[src/design/itrs_pkg.sv]
package itrs_pkg;

	localparam int unsigned VALUE_W   = 32;
	localparam int unsigned RADIX_W   = 8;
	localparam int unsigned CHAR_W    = 8;
	localparam int unsigned LEN_W     = 6;
	localparam int unsigned DIGIT_W   = 4;
	localparam int unsigned BASE_W    = 5;
	localparam int unsigned MAX_DIGITS = 32;
	localparam int unsigned IDX_W     = 5;

	localparam logic [RADIX_W-1:0] RADIX_MIN = 8'd2;
	localparam logic [RADIX_W-1:0] RADIX_MAX = 8'd16;
	localparam logic [RADIX_W-1:0] RADIX_DEC = 8'd10;

	localparam logic [CHAR_W-1:0] CHAR_ZERO  = 8'h30;
	localparam logic [CHAR_W-1:0] CHAR_UPPER = 8'h41;
	localparam logic [CHAR_W-1:0] CHAR_MINUS = 8'h2d;

	typedef enum logic [1:0] {
		ST_IDLE,
		ST_BAD,
		ST_DIV,
		ST_EMIT
	} state_t;

	// ascii for one digit value, upper-case letters above nine
	function automatic logic [CHAR_W-1:0] digit_char(input logic [DIGIT_W-1:0] d);
		logic [CHAR_W-1:0] c;
		if (d < 4'd10) begin
			c = CHAR_ZERO + {4'd0, d};
		end else begin
			c = CHAR_UPPER + {4'd0, d} - 8'd10;
		end
		return c;
	endfunction

endpackage

[src/design/integer_to_radix_string.sv]
// integer to radix text converter
// input channel s_*: one request carries a 32-bit value and a radix (2 to 16 valid).
// output channel m_*: one request per character, most significant first, upper-case
// letters for digits ten to fifteen; radix ten reads the value as signed and sends a
// leading minus. tlast marks the final character, tuser flags a rejected radix, in
// which case a single request with zero character and zero length is sent.
// a single shared restoring divider (one shift, compare and subtract per cycle) forms
// every digit before the first character leaves; the digits then stream out at one
// per cycle while the receiver takes them.
// s_tready is high only while the converter is idle; the next request may be taken
// while the last character still waits in the output register.
// a receiver stall simply holds the output register and pauses emission.
// reset (arst_n low) empties the output register and returns to idle; the digit
// store is not cleared since every entry is written before it is read.
module integer_to_radix_string (
	input  logic        clk,
	input  logic        arst_n,
	input  logic        s_tvalid,
	output logic        s_tready,
	input  logic [39:0] s_tdata,   // value [31:0], radix [39:32]
	output logic        m_tvalid,
	input  logic        m_tready,
	output logic [15:0] m_tdata,   // char_code [7:0], text_length [13:8], zero [15:14]
	output logic        m_tlast,   // last
	output logic        m_tuser    // bad_base
);

	itrs_pkg::state_t state_q, state_d;

	// request fields
	logic [itrs_pkg::VALUE_W-1:0] in_value;
	logic [itrs_pkg::RADIX_W-1:0] in_radix;
	logic                         radix_ok;
	logic                         in_neg;

	// divider state
	logic [itrs_pkg::VALUE_W-1:0] quo_q;
	logic [itrs_pkg::DIGIT_W-1:0] rem_q;
	logic [itrs_pkg::BASE_W-1:0]  base_q;
	logic [itrs_pkg::IDX_W-1:0]   bit_q;
	logic [itrs_pkg::LEN_W-1:0]   cnt_q;
	logic                         neg_q;
	logic [itrs_pkg::DIGIT_W-1:0] digit_q [itrs_pkg::MAX_DIGITS];

	// emission state
	logic [itrs_pkg::LEN_W-1:0]   ptr_q;
	logic                         sign_q;

	// output register
	logic                         m_tvalid_q;
	logic [itrs_pkg::CHAR_W-1:0]  char_q;
	logic [itrs_pkg::LEN_W-1:0]   len_q;
	logic                         last_q;
	logic                         bad_q;

	// shared divider step
	logic [itrs_pkg::BASE_W-1:0]  rem_shift;
	logic                         rem_ge;
	logic [itrs_pkg::BASE_W-1:0]  rem_sub;
	logic [itrs_pkg::DIGIT_W-1:0] rem_next;
	logic [itrs_pkg::VALUE_W-1:0] quo_next;
	logic                         digit_done;

	// control from the sequencer
	logic                         take_req;
	logic                         out_free;
	logic                         load_bad;
	logic                         load_char;
	logic [itrs_pkg::CHAR_W-1:0]  char_d;
	logic                         last_d;
	logic [itrs_pkg::LEN_W-1:0]   total;
	logic [itrs_pkg::LEN_W-1:0]   ptr_dec;

	assign in_value = s_tdata[31:0];
	assign in_radix = s_tdata[39:32];
	assign radix_ok = in_radix inside {[itrs_pkg::RADIX_MIN:itrs_pkg::RADIX_MAX]};
	assign in_neg   = (in_radix == itrs_pkg::RADIX_DEC) && in_value[31];

	assign rem_shift = {rem_q, quo_q[31]};
	assign rem_ge    = (rem_shift >= base_q);
	assign rem_sub   = rem_shift - base_q;
	assign rem_next  = rem_ge ? rem_sub[itrs_pkg::DIGIT_W-1:0]
	                          : rem_shift[itrs_pkg::DIGIT_W-1:0];
	assign quo_next  = {quo_q[30:0], rem_ge};
	// last bit of the current digit
	assign digit_done = (bit_q == 5'd31);

	assign total    = cnt_q + {5'd0, neg_q};
	assign ptr_dec  = ptr_q - 6'd1;
	assign out_free = !m_tvalid_q || m_tready;
	assign take_req = s_tvalid && s_tready;

	always_ff @(posedge clk or negedge arst_n) begin
		if (!arst_n) begin
			state_q <= itrs_pkg::ST_IDLE;
		end else begin
			state_q <= state_d;
		end
	end

	always_comb begin
		state_d   = state_q;
		s_tready  = 1'b0;
		load_bad  = 1'b0;
		load_char = 1'b0;
		char_d    = itrs_pkg::CHAR_MINUS;
		last_d    = 1'b0;
		case (state_q)
			itrs_pkg::ST_IDLE: begin
				s_tready = 1'b1;
				if (s_tvalid) begin
					state_d = radix_ok ? itrs_pkg::ST_DIV : itrs_pkg::ST_BAD;
				end
			end
			itrs_pkg::ST_BAD: begin
				if (out_free) begin
					load_bad = 1'b1;
					state_d  = itrs_pkg::ST_IDLE;
				end
			end
			itrs_pkg::ST_DIV: begin
				// stop once the quotient runs out or the store is full
				if (digit_done && ((quo_next == '0) || (cnt_q == 6'd31))) begin
					state_d = itrs_pkg::ST_EMIT;
				end
			end
			itrs_pkg::ST_EMIT: begin
				if (sign_q) begin
					char_d = itrs_pkg::CHAR_MINUS;
					last_d = (ptr_q == '0);
				end else begin
					char_d = itrs_pkg::digit_char(digit_q[ptr_dec[itrs_pkg::IDX_W-1:0]]);
					last_d = (ptr_q == 6'd1);
				end
				if (out_free) begin
					load_char = 1'b1;
					if (last_d) begin
						state_d = itrs_pkg::ST_IDLE;
					end
				end
			end
			default: begin
				state_d = itrs_pkg::ST_IDLE;
			end
		endcase
	end

	// divider and emission control
	always_ff @(posedge clk or negedge arst_n) begin
		if (!arst_n) begin
			quo_q  <= '0;
			rem_q  <= '0;
			base_q <= '0;
			bit_q  <= '0;
			cnt_q  <= '0;
			neg_q  <= 1'b0;
			ptr_q  <= '0;
			sign_q <= 1'b0;
		end else begin
			if (take_req && radix_ok) begin
				quo_q  <= in_neg ? (32'd0 - in_value) : in_value;
				rem_q  <= '0;
				base_q <= in_radix[itrs_pkg::BASE_W-1:0];
				bit_q  <= '0;
				cnt_q  <= '0;
				neg_q  <= in_neg;
			end else if (state_q == itrs_pkg::ST_DIV) begin
				quo_q <= quo_next;
				bit_q <= bit_q + 5'd1;
				if (digit_done) begin
					rem_q <= '0;
					cnt_q <= cnt_q + 6'd1;
					// emission pointer starts at the digit count, sign first
					ptr_q  <= cnt_q + 6'd1;
					sign_q <= neg_q;
				end else begin
					rem_q <= rem_next;
				end
			end else if (load_char) begin
				if (sign_q) begin
					sign_q <= 1'b0;
				end else begin
					ptr_q <= ptr_dec;
				end
			end
		end
	end

	// digit store, least significant digit at index zero
	always_ff @(posedge clk) begin
		if ((state_q == itrs_pkg::ST_DIV) && digit_done) begin
			digit_q[cnt_q[itrs_pkg::IDX_W-1:0]] <= rem_next;
		end
	end

	// output register
	always_ff @(posedge clk or negedge arst_n) begin
		if (!arst_n) begin
			m_tvalid_q <= 1'b0;
		end else if (load_bad || load_char) begin
			m_tvalid_q <= 1'b1;
		end else if (m_tready) begin
			m_tvalid_q <= 1'b0;
		end
	end

	always_ff @(posedge clk) begin
		if (load_bad) begin
			char_q <= '0;
			len_q  <= '0;
			last_q <= 1'b1;
			bad_q  <= 1'b1;
		end else if (load_char) begin
			char_q <= char_d;
			len_q  <= total;
			last_q <= last_d;
			bad_q  <= 1'b0;
		end
	end

	assign m_tvalid = m_tvalid_q;
	assign m_tdata  = {2'b00, len_q, char_q};
	assign m_tlast  = last_q;
	assign m_tuser  = bad_q;

endmodule
[config.mk]
export PLATFORM = sky130hd
export DESIGN_NAME = integer_to_radix_string
export DESIGN_NICKNAME = d
export VERILOG_FILES = /design/src/design/itrs_pkg.sv /design/src/design/integer_to_radix_string.sv
export SDC_FILE = /design/constraint.sdc
export NUM_CORES = 1
export LEC_CHECK = 0
export BUFFER_PORTS_ARGS = -buffer_cell sky130_fd_sc_hd__buf_2
export CORE_MARGIN = 10
export CORE_UTILIZATION = 60
export CTS_CLUSTER_DIAMETER = 30
export DETAILED_ROUTE_END_ITERATION = 7
export PLACE_DENSITY_LB_ADDON = 0.15
export SYNTH_ARGS = -nofsm -noshare
export SYNTH_HDL_FRONTEND = slang
export SYNTH_SLANG_ARGS = --single-unit
[constraint.sdc]
create_clock -name clk -period 4.4 [get_ports clk]
set_clock_uncertainty 0.1 [all_clocks]
set_input_delay 0.88 -clock clk [delete_from_list [all_inputs] [get_ports clk]]
set_output_delay 0.88 -clock clk [all_outputs]
set_load 0.01 [all_outputs]
==> flow_metrics.py <==
metrics = {
    "clocking": {
        "post_cts_buffers": 0,
        "htreeDepth": 2,
        "holdBufCountCts": 0,
        "ctsResizeCount": 0,
        "clockBufferDepth": 3,
        "cts_buffers": 39,
        "cts_tree": "built",
        "cts_sinks": 206,
        "clk_pin_slew_ns": 0.05,
        "clock_latency_ns": 0.51,
        "cts_root_buffer": "clkbuf_16",
    },
    "sta": {
        "slew_viol_final": 0,
        "finalCritPeriodShare_pct": 75.5,
        "final-setup-viol-count": 0,
        "relSlewSlack_pct": 38.4,
        "worst_pin_slew_ns": 0.924,
        "period_needed_ns": 3.32,
        "setup_tns_ns": 0,
        "hold_violations": 0,
        "fmax_ghz": 0.301,
        "rsz0062_at_grt": "false",
    },
    "detailed_routing": {
        "wire_per_inst_um": 21.5,
        "drc": 0,
        "routed_via_density": 6.19,
        "drtIter0Drc": 680,
        "drt-total-wl_um": 23200,
        "drtAntennaViolNets": 0,
        "num_vias": 6678,
        "firstDrtPassIters": 6,
    },
    "setup_path": {
        "critPathRequiredTime_ns": 4.67,
        "critPathMaxFanout": 33,
        "cp-start-kind": "flop",
        "crit_arrival_ns": 3.59,
        "reg2regPathDepth": 10,
        "crit_type": "flop to flop",
        "end_kind": "flop",
    },
    "power": {
        "p_leak_uw": 0.00433,
        "power.density_mw_per_mm2": 746,
        "ir_drop_uv": 392,
    },
    "logic_synthesis": {
        "synth.top_cells.by_count": "128 x edfxtp_1, 64 x nor2_1, 64 x o21ai_0",
        "yosys.area.top_type": "edfxtp_1",
        "ys_types": 64,
        "yosys-top-cells-area": "edfxtp_1 40%, dfrtp_1 16%, mux4_2 7.9%, o21ai_0 3.3%, dfxtp_1 3.1%",
        "syn_inst": 759,
        "synth_edf_count": 128,
        "ys.flop_type": "edfxtp_1",
        "ys_seq_area_share_pct": 58.9,
        "synth_seq_cells": 206,
        "yosysMostFrequentCell": "edfxtp_1",
        "postSynthAreaPerCell_sq_um": 12.8,
        "syn_area_sq_mm": 0.00970,
        "asyncSetResetFlopFracSynth_pct": 30.6,
        "synth_warnings": 0,
        "synth_top_area_share_pct": 39.6,
    },
    "outcome": {
        "outcome": "finished, final reports clean",
    },
    "final_layout": {
        "diodes": 0,
        "nNetsFinal": 895,
        "utilization_pct": 72.2,
        "areaGrowthSynthToFinish_pct": 18.2,
        "drive_gt1_share_pct": 22.1,
    },
    "grt": {
        "grt_pass1_wl_um": 37200,
        "use_met2_pct": 33.7,
        "busiest_layer": "met2",
        "grtUsageTotal_pct": 21.4,
        "grt_use_met3_pct": 5.04,
        "antenna_found_initial": 0,
        "grt_start_max_net_pins": 42,
        "grt_pass1_vias": 6914,
        "grt-ovfl-total": 0,
        "use_met1_pct": 29.3,
    },
    "worst_hold_path": {
        "min_path_type": "flop to flop",
        "hold_depth": 2,
    },
    "place": {
        "hpwlAfterDp_um": 15000,
        "io_buffers": 60,
        "place.gp.congestion": 0.817,
    },
    "floorplan": {
        "initial_core_util_pct": 61.1,
        "core_sq_mm": 0.0159,
        "io_pins": 64,
        "fp-row-count": 46,
        "die_area_sq_mm": 0.0217,
        "die_w_um": 147,
        "die_h_um": 147,
    },
    "flow_run": {
        "cap_violations": 0,
    },
}
==> registers in the layout (all words and copies together) (netlist names), 2 cells and up <==
register and cells:
digit_q 128, quo_q 32, char_q 7, cnt_q 6, len_q 6, ptr_q 6
base_q 5, bit_q 5, rem_q 4, state_q 2
==> metal layers <==
metal	up-vias	share of wire [%]	routed length, um
met2	262	49	11200
met3	35	7.9	1830
met5	-	0	0
met1	3360	42	9750
met4	0	1.4	327
li1	3021	-	-
==> per-stage QoR <==
step / setup WS (ns) / total power, uW / hold WS [ns] / instances / area [sq um]
finish: 1.08 / 8560 / 0.362 / 1079 / 11500
global route: 0.889 / 8980 / 0.383 / 1079 / 11500
CTS: 1.09 / 8570 / 0.364 / 1079 / 11500
detailed placement: 1.10 / 5650 / 0.343 / 1007 / 10200
global placement: 1.19 / 5520 / 0.338 / 1007 / 10200
floorplan: 0.969 / 4850 / 0.350 / 761 / 9710
==> critical path, cell delays in order (launching register included) <==
cell and delay, ns:
dfrtp_1 0.42, inv_1 0.12, ha_1 0.29, buf_4 0.39, mux4_2 0.41, mux4_2 0.52
mux2i_2 0.25, ha_1 0.23, a21oi_1 0.07, a311oi_1 0.26, a21oi_1 0.08
==> layout make-up <==
class | count | area [sq um]
flip-flops and latches | 206 | 5720
fillers | 1087 | 4410
multi-input cells | 492 | 3720
clock buffers | 46 | 1050
repair buffers | 70 | 375
well taps | 216 | 270
clock inverters | 26 | 239
inverters | 23 | 86.3
==> cells in the final DEF (no fill, tap or decap), types with 13 or more instances in the layout <==
cell	n
mux2i_1	13
nand2_1	57
o21ai_0	64
nor3_1	14
buf_2	60
mux4_2	34
a21oi_1	28
xor2_1	24
xnor2_1	25
dfrtp_1	62
inv_1	23
edfxtp_1	128
dfxtp_1	15
clkbuf_16	41
a22oi_1	31
nor2_1	62
ha_1	18
==> where the power goes <==
part           switching [uW]  internal, uW
registers                 357          2560
logic                    1610          1150
clock network             980          1890
total                    2950          5610
==> worst paths after layout <==
check	from	to	slack (ns)
setup / recovery	ptr_q[1]	char_q[2]	1.08
max in group asynchronous	arst_n	quo_q[26]	2.90
setup reg to reg	ptr_q[1]	char_q[2]	1.08
min in group asynchronous	arst_n	quo_q[13]	0.42
hold / removal	len_q[4]	len_q[4]	0.36
hold reg to reg	len_q[4]	len_q[4]	0.36
==> cells by family (layout without fill, tap and decap cells) <==
family | Yosys count | count (layout) | share of synthesized area [%]
buf+inv | 63 | 165 | 2.89
compound gates | 170 | 170 | 11.2
other cells | 1 | 3 | 0.0386
simple gates | 196 | 196 | 9.71
xor+xnor | 50 | 50 | 4.59
flops | 206 | 206 | 58.9
fa+ha+maj | 19 | 19 | 2.53
mux | 54 | 54 | 10.1
Power figures use the tool's default switching activity.
